<file path="config.mk">
export PLATFORM = sky130hd
export DESIGN_NAME = window_decimator_ascii_out_flat
export DESIGN_NICKNAME = d
export VERILOG_FILES = /design/src/sv/wdao_pkg.sv /design/src/sv/wdao_if.sv /design/src/sv/window_decimator_ascii_out.sv /design/src/flat_wrapper.sv
export SDC_FILE = /design/constraint.sdc
export NUM_CORES = 1
export LEC_CHECK = 0
export BUFFER_PORTS_ARGS = -buffer_cell sky130_fd_sc_hd__clkbuf_2
export CAP_MARGIN = 20
export CORE_MARGIN = 2
export CORE_UTILIZATION = 69
export CTS_BUF_LIST = sky130_fd_sc_hd__clkbuf_8
export CTS_CLUSTER_SIZE = 12
export DETAILED_ROUTE_END_ITERATION = 16
export PLACE_DENSITY = 0.88
export SYNTH_ARGS = -nofsm -noshare
export SYNTH_HDL_FRONTEND = slang
export SYNTH_SLANG_ARGS = --single-unit
</file>
<file path="constraint.sdc">
create_clock -name clk -period 11.4 [get_ports clk]
set_input_delay 0.57 -clock clk [delete_from_list [all_inputs] [get_ports clk]]
set_output_delay 0.57 -clock clk [all_outputs]
set_load 0.05 [all_outputs]
</file>
<file path="src/sv/wdao_pkg.sv">
`default_nettype none

package wdao_pkg;

    localparam int COUNT_BITS   = 20;
    localparam int RAW_BITS     = 16;
    localparam int SAMPLE_BITS  = 12;
    localparam int SUM_BITS     = 32;
    localparam int LEN_BITS     = 20;
    localparam int MODE_BITS    = 2;
    localparam int CHAR_BITS    = 8;
    localparam int CFG_IDX_BITS = 2;
    localparam int DIGIT_BITS   = 4;
    localparam int BCD_DIGITS   = 4;
    localparam int BCD_BITS     = BCD_DIGITS * DIGIT_BITS;
    localparam int STEP_BITS    = $clog2(SUM_BITS);
    localparam int STATE_BITS   = 3;

    typedef logic [RAW_BITS-1:0]     raw_t;
    typedef logic [SAMPLE_BITS-1:0]  sample_t;
    typedef logic [SUM_BITS-1:0]     sum_t;
    typedef logic [COUNT_BITS-1:0]   count_t;
    typedef logic [LEN_BITS-1:0]     len_t;
    typedef logic [MODE_BITS-1:0]    mode_t;
    typedef logic [CHAR_BITS-1:0]    char_t;
    typedef logic [CFG_IDX_BITS-1:0] cfg_idx_t;
    typedef logic [BCD_BITS-1:0]     bcd_t;
    typedef logic [DIGIT_BITS-1:0]   digit_t;
    typedef logic [STEP_BITS-1:0]    step_t;
    typedef logic [STATE_BITS-1:0]   state_t;

    localparam len_t LEN_RESET = 20'd9836;

    localparam cfg_idx_t REG_WINDOW_LENGTH = 2'd0;
    localparam cfg_idx_t REG_REDUCE_MODE   = 2'd1;

    localparam mode_t MODE_PEAK = 2'd0;
    localparam mode_t MODE_MEAN = 2'd1;

    localparam char_t CHAR_ZERO = 8'h30;
    localparam char_t CHAR_CR   = 8'h0D;
    localparam char_t CHAR_LF   = 8'h0A;

    localparam state_t S_IDLE  = 3'd0;
    localparam state_t S_DIV   = 3'd1;
    localparam state_t S_CONV  = 3'd2;
    localparam state_t S_DIGIT = 3'd3;
    localparam state_t S_CR    = 3'd4;
    localparam state_t S_LF    = 3'd5;

endpackage

`default_nettype wire

</file>
<file path="src/sv/wdao_if.sv">
`default_nettype none

interface wdao_sample_if;
    import wdao_pkg::*;
    logic valid;
    logic ready;
    raw_t raw_sample;
    modport source (output valid, output raw_sample, input ready);
    modport sink (input valid, input raw_sample, output ready);
endinterface

interface wdao_char_if;
    import wdao_pkg::*;
    logic  valid;
    logic  ready;
    char_t out_char;
    logic  end_of_record;
    modport source (output valid, output out_char, output end_of_record, input ready);
    modport sink (input valid, input out_char, input end_of_record, output ready);
endinterface

interface wdao_cfg_if;
    import wdao_pkg::*;
    logic     valid;
    logic     ready;
    cfg_idx_t index;
    len_t     data;
    modport source (output valid, output index, output data, input ready);
    modport sink (input valid, input index, input data, output ready);
endinterface

`default_nettype wire

</file>
<file path="src/sv/window_decimator_ascii_out.sv">
`default_nettype none

// channel   dir   payload                          request
// cfg       in    index (2b), data (20b)           one register write
// samples   in    raw_sample (16b, low 12 used)    one converter word
// chars     out   out_char (8b), end_of_record     one ascii byte
//
// samples that do not close the window are taken back to back while the block is idle
// a closing sample goes through bit-serial division in mean mode, then bcd conversion,
// then up to 4 digits plus cr and lf are sent
// samples are held off from the closing sample until lf is in the output register
// rst_n clears the window, the registers to their defaults and the output valid flag
// a stalled output holds the current byte and freezes the digit sequencer, though leading zeros are still skipped

module window_decimator_ascii_out (
    input  wire         clk,
    input  wire         rst_n,
    wdao_cfg_if.sink    cfg,
    wdao_sample_if.sink samples,
    wdao_char_if.source chars
);
    import wdao_pkg::*;

    state_t  state_reg, state_next;
    len_t    len_reg;
    mode_t   mode_reg;
    count_t  cnt_reg, cnt_next;
    sum_t    sum_reg, sum_next;
    sample_t peak_reg, peak_next;

    sum_t    quo_reg, quo_next;
    count_t  rem_reg, rem_next;
    count_t  den_reg, den_next;
    step_t   step_reg, step_next;
    sample_t bin_reg, bin_next;
    bcd_t    bcd_reg, bcd_next;
    logic    started_reg, started_next;

    logic    ovalid_reg, ovalid_next;
    char_t   ochar_reg, ochar_next;
    logic    oeor_reg, oeor_next;

    sample_t             v;
    sum_t                sum_add;
    sample_t             peak_upd;
    count_t              cnt_inc;
    len_t                len_eff;
    logic                close_win;
    logic [COUNT_BITS:0] rem_shift;
    logic [COUNT_BITS:0] diff;
    logic                div_fit;
    sum_t                quo_step;
    bcd_t                bcd_adj;
    digit_t              lead;
    logic                show;
    logic                out_free;

    assign cfg.ready     = 1'b1;
    assign samples.ready = (state_reg == S_IDLE);

    assign chars.valid         = ovalid_reg;
    assign chars.out_char      = ochar_reg;
    assign chars.end_of_record = oeor_reg;

    assign v         = samples.raw_sample[SAMPLE_BITS-1:0];
    assign sum_add   = sum_reg + SUM_BITS'(v);
    assign peak_upd  = (v > peak_reg) ? v : peak_reg;
    assign cnt_inc   = cnt_reg + 1'b1;
    assign len_eff   = (len_reg == '0) ? LEN_BITS'(1) : len_reg;
    assign close_win = (SUM_BITS'(cnt_inc) >= SUM_BITS'(len_eff)) || (cnt_inc == '1);

    assign rem_shift = {rem_reg, quo_reg[SUM_BITS-1]};
    assign diff      = rem_shift - {1'b0, den_reg};
    assign div_fit   = !diff[COUNT_BITS];
    assign quo_step  = {quo_reg[SUM_BITS-2:0], div_fit};

    assign lead     = bcd_reg[BCD_BITS-1 -: DIGIT_BITS];
    assign show     = (lead != '0) || started_reg || (step_reg == '0);
    assign out_free = !ovalid_reg || chars.ready;

    always_comb
    begin
        digit_t nib;
        for (int i = 0; i < BCD_DIGITS; i++)
        begin
            nib = bcd_reg[i*DIGIT_BITS +: DIGIT_BITS];
            bcd_adj[i*DIGIT_BITS +: DIGIT_BITS] = (nib >= 4'd5) ? nib + 4'd3 : nib;
        end
    end

    always_ff @(posedge clk or negedge rst_n)
    begin
        if (!rst_n)
        begin
            len_reg  <= LEN_RESET;
            mode_reg <= MODE_PEAK;
        end
        else if (cfg.valid)
        begin
            case (cfg.index)
                REG_WINDOW_LENGTH: len_reg <= cfg.data;
                REG_REDUCE_MODE:   mode_reg <= cfg.data[MODE_BITS-1:0];
                default:           ;
            endcase
        end
    end

    always_comb
    begin
        state_next   = state_reg;
        cnt_next     = cnt_reg;
        sum_next     = sum_reg;
        peak_next    = peak_reg;
        quo_next     = quo_reg;
        rem_next     = rem_reg;
        den_next     = den_reg;
        step_next    = step_reg;
        bin_next     = bin_reg;
        bcd_next     = bcd_reg;
        started_next = started_reg;
        ovalid_next  = ovalid_reg;
        ochar_next   = ochar_reg;
        oeor_next    = oeor_reg;

        if (chars.ready)
        begin
            ovalid_next = 1'b0;
        end

        case (state_reg)
            S_IDLE:
            begin
                if (samples.valid)
                begin
                    if (close_win)
                    begin
                        cnt_next  = '0;
                        sum_next  = '0;
                        peak_next = '0;
                        step_next = '0;
                        bcd_next  = '0;
                        if (mode_reg == MODE_MEAN)
                        begin
                            if (cnt_inc == '0)
                            begin
                                bin_next   = '0;
                                state_next = S_CONV;
                            end
                            else
                            begin
                                quo_next   = sum_add;
                                rem_next   = '0;
                                den_next   = cnt_inc;
                                state_next = S_DIV;
                            end
                        end
                        else
                        begin
                            bin_next   = (mode_reg == MODE_PEAK) ? peak_upd : v;
                            state_next = S_CONV;
                        end
                    end
                    else
                    begin
                        cnt_next  = cnt_inc;
                        sum_next  = sum_add;
                        peak_next = peak_upd;
                    end
                end
            end

            S_DIV:
            begin
                quo_next  = quo_step;
                rem_next  = div_fit ? diff[COUNT_BITS-1:0] : rem_shift[COUNT_BITS-1:0];
                step_next = step_reg + 1'b1;
                if (step_reg == STEP_BITS'(SUM_BITS - 1))
                begin
                    bin_next   = quo_step[SAMPLE_BITS-1:0];
                    bcd_next   = '0;
                    step_next  = '0;
                    state_next = S_CONV;
                end
            end

            S_CONV:
            begin
                bcd_next  = {bcd_adj[BCD_BITS-2:0], bin_reg[SAMPLE_BITS-1]};
                bin_next  = {bin_reg[SAMPLE_BITS-2:0], 1'b0};
                step_next = step_reg + 1'b1;
                if (step_reg == STEP_BITS'(SAMPLE_BITS - 1))
                begin
                    step_next    = STEP_BITS'(BCD_DIGITS - 1);
                    started_next = 1'b0;
                    state_next   = S_DIGIT;
                end
            end

            S_DIGIT:
            begin
                if (!show)
                begin
                    bcd_next  = {bcd_reg[BCD_BITS-DIGIT_BITS-1:0], {DIGIT_BITS{1'b0}}};
                    step_next = step_reg - 1'b1;
                end
                else if (out_free)
                begin
                    ovalid_next  = 1'b1;
                    ochar_next   = CHAR_ZERO + CHAR_BITS'(lead);
                    oeor_next    = 1'b0;
                    bcd_next     = {bcd_reg[BCD_BITS-DIGIT_BITS-1:0], {DIGIT_BITS{1'b0}}};
                    started_next = 1'b1;
                    if (step_reg == '0)
                    begin
                        state_next = S_CR;
                    end
                    else
                    begin
                        step_next = step_reg - 1'b1;
                    end
                end
            end

            S_CR:
            begin
                if (out_free)
                begin
                    ovalid_next = 1'b1;
                    ochar_next  = CHAR_CR;
                    oeor_next   = 1'b0;
                    state_next  = S_LF;
                end
            end

            S_LF:
            begin
                if (out_free)
                begin
                    ovalid_next = 1'b1;
                    ochar_next  = CHAR_LF;
                    oeor_next   = 1'b1;
                    state_next  = S_IDLE;
                end
            end

            default:
            begin
                state_next = S_IDLE;
            end
        endcase
    end

    always_ff @(posedge clk or negedge rst_n)
    begin
        if (!rst_n)
        begin
            state_reg   <= S_IDLE;
            cnt_reg     <= '0;
            sum_reg     <= '0;
            peak_reg    <= '0;
            step_reg    <= '0;
            started_reg <= 1'b0;
            ovalid_reg  <= 1'b0;
        end
        else
        begin
            state_reg   <= state_next;
            cnt_reg     <= cnt_next;
            sum_reg     <= sum_next;
            peak_reg    <= peak_next;
            step_reg    <= step_next;
            started_reg <= started_next;
            ovalid_reg  <= ovalid_next;
        end
    end

    always_ff @(posedge clk)
    begin
        quo_reg   <= quo_next;
        rem_reg   <= rem_next;
        den_reg   <= den_next;
        bin_reg   <= bin_next;
        bcd_reg   <= bcd_next;
        ochar_reg <= ochar_next;
        oeor_reg  <= oeor_next;
    end

endmodule

`default_nettype wire
</file>
<file path="src/flat_wrapper.sv">
// flat-port wrapper written by rule: the top's interface ports become plain ports
module window_decimator_ascii_out_flat import wdao_pkg::*;
  (clk, rst_n, cfg_valid, cfg_index, cfg_data, cfg_ready, samples_valid, samples_raw_sample, samples_ready, chars_valid, chars_out_char, chars_end_of_record, chars_ready);
  wdao_cfg_if cfg_i ();
  wdao_sample_if samples_i ();
  wdao_char_if chars_i ();
  input  wire clk;
  input  wire rst_n;
  input wire logic [$bits(cfg_i.valid)-1:0] cfg_valid;
  input wire logic [$bits(cfg_i.index)-1:0] cfg_index;
  input wire logic [$bits(cfg_i.data)-1:0] cfg_data;
  output wire logic [$bits(cfg_i.ready)-1:0] cfg_ready;
  input wire logic [$bits(samples_i.valid)-1:0] samples_valid;
  input wire logic [$bits(samples_i.raw_sample)-1:0] samples_raw_sample;
  output wire logic [$bits(samples_i.ready)-1:0] samples_ready;
  output wire logic [$bits(chars_i.valid)-1:0] chars_valid;
  output wire logic [$bits(chars_i.out_char)-1:0] chars_out_char;
  output wire logic [$bits(chars_i.end_of_record)-1:0] chars_end_of_record;
  input wire logic [$bits(chars_i.ready)-1:0] chars_ready;
  assign cfg_i.valid = cfg_valid;
  assign cfg_i.index = cfg_index;
  assign cfg_i.data = cfg_data;
  assign cfg_ready = cfg_i.ready;
  assign samples_i.valid = samples_valid;
  assign samples_i.raw_sample = samples_raw_sample;
  assign samples_ready = samples_i.ready;
  assign chars_valid = chars_i.valid;
  assign chars_out_char = chars_i.out_char;
  assign chars_end_of_record = chars_i.end_of_record;
  assign chars_i.ready = chars_ready;
  window_decimator_ascii_out u_core (.clk(clk), .rst_n(rst_n), .cfg(cfg_i), .samples(samples_i), .chars(chars_i));
endmodule
</file>
==> implementation parameters, run 1 <==
Parameter                              Value

STA
  Fin. Hold Viols    0
  Total setup violations reported at the end of the flow    0
  Slew margin rel.    23.86%
  Slew at the pin with the worst max-slew slack    1.142 ns
  Final-report max-slew violation count    0
  Peak Freq    188.2 MHz
  Post-layout minimum cycle time    5.314 ns
  Setup ws final    6.086 ns
  Post-route setup TNS    0 ns
  Setup Skew    0.02420 ns
  Tcrit/Tclk final    46.61%
  Unrepaired setup endpoints after global routing    false

Synthesis
  Number of distinct library cells after synthesis    74
  EDFF count, synth    106
  Post-Synthesis Cell Area    0.01254 mm²
  Avg Inst Size Synth    9.493 µm²
  Proportion of synthesized flip-flops having asynchronous set or reset    47.52%
  Main synth FF type    sky130_fd_sc_hd__edfxtp_1
  Register area share after synthesis    44.61%
  Most instantiated library cell after synthesis    sky130_fd_sc_hd__nand2_1
  Yosys Warn Count    0
  Commonest cells in the synthesized netlist    sky130_fd_sc_hd__nand2_1 (154), sky130_fd_sc_hd__o21ai_0 (131), sky130_fd_sc_hd__edfxtp_1 (106)
  Seq cells post-synth    202
  Portion of synthesized cell area occupied by the leading cell type    25.38%
  Cells after Synth    1321
  Yosys top cell by area    sky130_fd_sc_hd__edfxtp_1
  Main area contributors after synthesis    sky130_fd_sc_hd__edfxtp_1 (25%), sky130_fd_sc_hd__dfrtp_1 (18%), sky130_fd_sc_hd__ha_1 (8.0%)

Global route
  Overall track demand over capacity in global routing    30.65%
  Remaining Overflow, GRT    0
  Largest net degree at the start of global routing    70
  Vias in the first global route    10304
  Antenna violations before repair    0
  Global-route wire length before repair    49.09 mm

Setup path
  Terminus of the critical flop-to-flop path    u_core.den_reg[1]
  Arrival time reported for the critical path endpoint    5.46 ns
  Startpoint types    register
  Worst Path Max Fanout    38
  Crit path required time    11.55 ns
  Startpoint of the most critical register-to-register path    u_core.cnt_reg[3]
  Path type of the worst setup path    register to register
  Capturing element type of the critical path    register
  Flop-to-flop setup slack    6.09 ns
  Length in cells of the worst reg-to-reg path    12

Floorplanning
  DIE AREA    0.01927 mm²
  Overall die width    138.8 µm
  Num ports    55
  Effective utilization at floorplan    70.05%
  Std cell rows    49
  Die Y-Extent    138.8 µm
  Placeable core region    0.01790 mm²

Clock tree
  Worst-case clock buffer depth    3
  Post-CTS Repair Setup Buffers    0
  Sinks on the clock net    202
  Post-CTS Hold Fix Bufs    0
  Count of cells resized by post-cts repair    0
  H-tree levels    2
  Clock transition at the register clock pins on the worst setup and hold paths after CTS    0.06 ns
  Clock tree from TritonCTS    built
  Clock tree root driver cell    sky130_fd_sc_hd__clkbuf_8
  Worst-Skew Late Latency    0.53 ns
  Total CTS buffers    36

Route
  DRC viols    0
  Overall via count from detail_route    10401
  Average wire length per cell after detail routing    18.46 µm
  Mean number of vias per cell    6.452
  WL final    29.75 mm
  Detailed Route Iter0 Violations    958
  Post-route ant nets    0
  Pre-Repair DR Iteration Count    7

Layout
  Proportion of layout cells with a drive suffix above 1    9.978%
  Area of combinational cells with multiple inputs    0.006304 mm²
  Number of diodes    0
  Post-route standard cell area excluding fillers    0.01356 mm²
  Relative area change from synthesis to final layout    8.151%
  FF+latch area    0.005594 mm²
  Cell Count, Final, Fillers Out    1612
  # nets final    1480
  Fill cell instance count of the final layout    1233

Power
  Leakage power of the design    5.802 nW
  Max IR drop VDD    0.4088 mV
  Power density over the cells    241.0 mW/mm²
  Overall power after layout    3.269 mW

Placed design
  Final Wtd Congestion    0.8963
  Number of placed instances, taps included    1545
  Worst setup slack after placement    5.836 ns
  HPWL Detailed    20.16 mm
  Instance area at placement    0.01288 mm²
  Port bufs    47

Worst hold path
  Worst hold path class    primary input to async pin

Job
  Reported max-cap violation count    0

Run status
  Result of the run    completed
==> final cells by class <==
class | count | area share [%]
Clock inverter | 28 | 1.098
Sequential cell | 202 | 41.25
Timing Repair Buffer | 61 | 2.555
Multi-Input combinational cell | 958 | 46.48
Tap cell | 229 | 2.113
Inverter | 96 | 2.657
Clock buffer | 38 | 3.856
==> worst max-delay path, cell delays in order (launching register included) <==
cell                        delay, ns
sky130_fd_sc_hd__dfrtp_1         0.53
sky130_fd_sc_hd__and4_1          0.49
sky130_fd_sc_hd__nand2_1         0.29
sky130_fd_sc_hd__or4_1           0.58
sky130_fd_sc_hd__nand2_1         0.19
sky130_fd_sc_hd__ha_1            0.18
sky130_fd_sc_hd__and4_1          0.20
sky130_fd_sc_hd__o2111ai_1       0.10
sky130_fd_sc_hd__o21ai_0         0.21
sky130_fd_sc_hd__a21oi_1         0.21
sky130_fd_sc_hd__nand2_1         0.57
sky130_fd_sc_hd__buf_4           0.49
sky130_fd_sc_hd__and3_1          0.86
==> metrics by stage <==
stage	hold WS [ns]	util, %
final	0.07111	75.76
after detailed placement	0.4734	71.95
after global placement	0.4643	71.95
after global routing	0.1333	75.76
after CTS	0.08102	75.70
after floorplan	0.2744	-
==> cells by family after synthesis <==
logic type | synth area share, %
adder cells (fa/ha/maj) | 8.301
AND/OR/NAND/NOR | 15.91
other | 0.05988
multiplexers | 1.556
XOR/XNOR | 4.540
buffers and inverters | 5.348
flip-flops | 44.61
AO/OA/AOI/OAI | 19.68
==> power breakdown <==
| group | switching, mW | internal (mW) | total, mW |
|---|---|---|---|
| clock network | 0.311 | 0.334 | 0.644 |
| registers | 0.178 | 1.08 | 1.26 |
| logic | 0.843 | 0.519 | 1.36 |
| total | 1.33 | 1.94 | 3.27 |
==> how the worst max path moves through the flow <==
| stage | from | to | slack (ns) |
|---|---|---|---|
| after floorplan | u_core.cnt_reg[0] | u_core.quo_reg[0] | 5.61 |
| after global placement | u_core.cnt_reg[3] | u_core.cnt_reg[2] | 6.03 |
| after detailed placement | u_core.cnt_reg[3] | u_core.cnt_reg[9] | 5.84 |
| after CTS | u_core.cnt_reg[3] | u_core.sum_reg[31] | 5.80 |
| after global routing | u_core.cnt_reg[3] | u_core.sum_reg[15] | 5.65 |
| final | u_core.cnt_reg[3] | u_core.den_reg[1] | 6.09 |
==> per-layer routing <==
layer	global-route usage, %	part of all wire [%]	vias to the layer above
li1	-	-	4893
met1	39.13	41	5001
met2	52.24	49	436
met3	4.696	6.3	71
met4	13.40	3.1	0
met5	0	0	-
==> placed cells by master, fill, tap and decap left out, drive strengths merged, types with 25 or more instances in the layout <==
cell type  instances
nor2              68
dfrtp             89
clkbuf            84
a22o              26
nand2            155
xnor2             44
nand3             25
inv              109
ha                80
edfxtp           106
a21oi             66
o21ai            133
Note: power is estimated with default switching activity, not from simulation.
==> run 2, diff against run 1 <==
--- a/config.mk
+++ b/config.mk
@@ -8,11 +8,11 @@
 export BUFFER_PORTS_ARGS = -buffer_cell sky130_fd_sc_hd__clkbuf_2
 export CAP_MARGIN = 20
 export CORE_MARGIN = 2
-export CORE_UTILIZATION = 69
+export CORE_UTILIZATION = 65
 export CTS_BUF_LIST = sky130_fd_sc_hd__clkbuf_8
 export CTS_CLUSTER_SIZE = 12
 export DETAILED_ROUTE_END_ITERATION = 16
-export PLACE_DENSITY = 0.88
+export PLACE_DENSITY = 0.83
 export SYNTH_ARGS = -nofsm -noshare
 export SYNTH_HDL_FRONTEND = slang
 export SYNTH_SLANG_ARGS = --single-unit
==> constraint.sdc (replaced) <==
create_clock -name clk -period 5.1 [get_ports clk]
set_input_delay 0.255 -clock clk [delete_from_list [all_inputs] [get_ports clk]]
set_output_delay 0.255 -clock clk [all_outputs]
set_load 0.05 [all_outputs]
==> implementation parameters, run 2 (synthesis results as in run 1) <==
Parameter                              Value

Setup path
  Startpoint of the most critical register-to-register path    u_core.cnt_reg[3]
  Crit path required time    5.54 ns (-6.01 ns)
  Path type of the worst setup path    register to register
  Length in cells of the worst reg-to-reg path    14 (+2)
  Startpoint types    register
  Arrival time reported for the critical path endpoint    5.02 ns (-0.44 ns)
  Terminus of the critical flop-to-flop path    u_core.sum_reg[14]
  Capturing element type of the critical path    register
  Worst Path Max Fanout    31 (-18%)
  Flop-to-flop setup slack    0.52 ns (-5.57 ns)

STA
  Fin. Hold Viols    0 (unchanged)
  Slew at the pin with the worst max-slew slack    1.055 ns (-0.08700 ns)
  Peak Freq    218.2 MHz (+16%)
  Final-report max-slew violation count    0 (unchanged)
  Total setup violations reported at the end of the flow    0 (unchanged)
  Unrepaired setup endpoints after global routing    false
  Tcrit/Tclk final    89.87% (+43 points)
  Post-layout minimum cycle time    4.583 ns (-0.7303 ns)
  Setup Skew    0.01818 ns (-0.006019 ns)
  Post-route setup TNS    0 ns (unchanged)
  Slew margin rel.    29.66% (+5.8 points)

Layout
  Proportion of layout cells with a drive suffix above 1    10.09% (+0.11 points)
  # nets final    1506 (+1.8%)
  Fill cell instance count of the final layout    1376 (+12%)
  Commonest cells after routing, fill and taps aside    sky130_fd_sc_hd__nand2_1 (153), sky130_fd_sc_hd__o21ai_0 (131), sky130_fd_sc_hd__inv_1 (107)
  Number of diodes    0 (unchanged)
  FF+latch area    0.005594 mm² (unchanged)
  Most common cell after layout, fill and taps aside    sky130_fd_sc_hd__nand2_1
  Area of combinational cells with multiple inputs    0.006310 mm² (about the same)
  Relative area change from synthesis to final layout    10.62%
  Final core utilization    73.67% (-2.1 points)

Floorplanning
  Std cell rows    50 (+2.0%)
  Placeable core region    0.01883 mm² (+5.2%)
  Die Y-Extent    142.9 µm (+2.9%)
  Effective utilization at floorplan    66.60% (-3.5 points)
  Overall die width    142.9 µm (+2.9%)
  DIE AREA    0.02042 mm² (+6.0%)
  Num ports    55 (unchanged)

Placed design
  Port bufs    47 (unchanged)
  Final Wtd Congestion    0.8898 (-0.73%)
  HPWL Detailed    20.15 mm (about the same)

Route
  Overall via count from detail_route    10348 (-0.51%)
  Average wire length per cell after detail routing    17.90 µm (-3.0%)
  WL final    29.86 mm (+0.37%)
  Mean number of vias per cell    6.204 (-3.8%)
  DRC viols    0 (unchanged)
  Post-route ant nets    0 (unchanged)
  Pre-Repair DR Iteration Count    7 (unchanged)
  Detailed Route Iter0 Violations    807 (-16%)

Clock tree
  Worst-case clock buffer depth    3 (unchanged)
  Clock tree from TritonCTS    built
  Clock tree root driver cell    sky130_fd_sc_hd__clkbuf_8
  Clock transition at the register clock pins on the worst setup and hold paths after CTS    0.07 ns (about the same)
  Post-CTS Repair Setup Buffers    0 (unchanged)
  Total CTS buffers    36 (unchanged)
  Worst-Skew Late Latency    0.53 ns (about the same)
  Count of cells resized by post-cts repair    0 (unchanged)
  Sinks on the clock net    202 (unchanged)
  Post-CTS Hold Fix Bufs    21 (+21)
  H-tree levels    2 (unchanged)

Worst hold path
  Worst min-delay path endpoint    u_core.peak_reg[5]
  Cell count of the worst hold path    2
  Worst hold path class    primary input to register
  Startpoint of the most critical hold path    samples_raw_sample[5]

Global route
  Global-route wire length before repair    49.20 mm (+0.21%)
  Antenna violations before repair    0 (unchanged)
  Largest net degree at the start of global routing    66 (-5.7%)
  Remaining Overflow, GRT    0 (unchanged)
  Vias in the first global route    10188 (-1.1%)
  Overall track demand over capacity in global routing    29.92% (-0.74 points)

Run status
  Result of the run    completed

Power
  Leakage power of the design    5.910 nW (+1.9%)
  Max IR drop VDD    0.2608 mV (-36%)
  Power density over the cells    528.1 mW/mm² (+120%)

Job
  Reported max-cap violation count    0 (unchanged)
==> run 2: area by class of cell <==
type / instances / area share [%]
Timing Repair Buffer: 87 / 4.257
Tap cell: 260 / 2.345
Sequential cell: 202 / 40.33
Clock buffer: 41 / 4.068
Clock inverter: 24 / 0.9200
Inverter: 96 / 2.598
Multi-Input combinational cell: 958 / 45.49
==> run 2: power breakdown <==
| part | switching, mW | total [mW] | internal (mW) | leakage [nW] |
|---|---|---|---|---|
| clock | 0.679 | 1.46 | 0.786 | 0.391 |
| combinational | 1.87 | 3.04 | 1.17 | 3.35 |
| sequential | 0.399 | 2.82 | 2.42 | 2.17 |
| total | 2.94 | 7.33 | 4.38 | 5.91 |
==> run 2: layer usage <==
| layer | track usage [%] | up-vias | wire length, µm |
|---|---|---|---|
| met3 | 4.192 | 91 | 1554 |
| met2 | 50.87 | 354 | 14630 |
| met4 | 11.78 | 0 | 969 |
| met5 | 0 | - | 0 |
| li1 | - | 4936 | - |
| met1 | 38.87 | 4967 | 12700 |
==> run 2: worst max path at each step <==
stage                                 start                  to  slack (ns)  cells after the start
after floorplan           u_core.cnt_reg[0]   u_core.quo_reg[0]        0.42                     15
after global placement    u_core.cnt_reg[3]  u_core.sum_reg[18]        0.83                     14
after detailed placement  u_core.cnt_reg[3]  u_core.sum_reg[14]        0.70                     14
after CTS                 u_core.cnt_reg[3]  u_core.sum_reg[14]        0.63                     14
after global routing      u_core.cnt_reg[2]  u_core.sum_reg[18]        0.33                     14
final                     u_core.cnt_reg[3]  u_core.sum_reg[14]        0.52                     14
==> run 2: per-stage QoR <==
step           worst slack (ns)  power (mW)  area (µm²)  hold WS, ns  cells
6_report                 0.5167       7.325       13870      0.07223   1668
5_1_grt                  0.3279       7.826       13870      0.07765   1668
4_1_cts                  0.6345       7.305       13860      0.04651   1667
3_5_place_dp             0.7020       5.805       12960       0.3896   1581
3_3_place_gp             0.8290       5.667       12960       0.3818   1581
2_1_floorplan            0.4163       5.043       12550     -0.04059   1322
==> run 2: worst max-delay path, stage by stage, from the launching register on <==
cell and delay, ns:
sky130_fd_sc_hd__dfrtp_1 0.53, sky130_fd_sc_hd__and4_1 0.49, sky130_fd_sc_hd__nand2_1 0.28, sky130_fd_sc_hd__nor2_1 0.24, sky130_fd_sc_hd__xor2_1 0.39, sky130_fd_sc_hd__ha_1 0.32
sky130_fd_sc_hd__a21oi_1 0.15, sky130_fd_sc_hd__o21ai_0 0.16, sky130_fd_sc_hd__o2111ai_1 0.21, sky130_fd_sc_hd__o21ai_0 0.11, sky130_fd_sc_hd__a21oi_1 0.39, sky130_fd_sc_hd__nand2_1 0.29
sky130_fd_sc_hd__buf_4 0.33, sky130_fd_sc_hd__or4_1 0.51, sky130_fd_sc_hd__o21ai_0 0.09
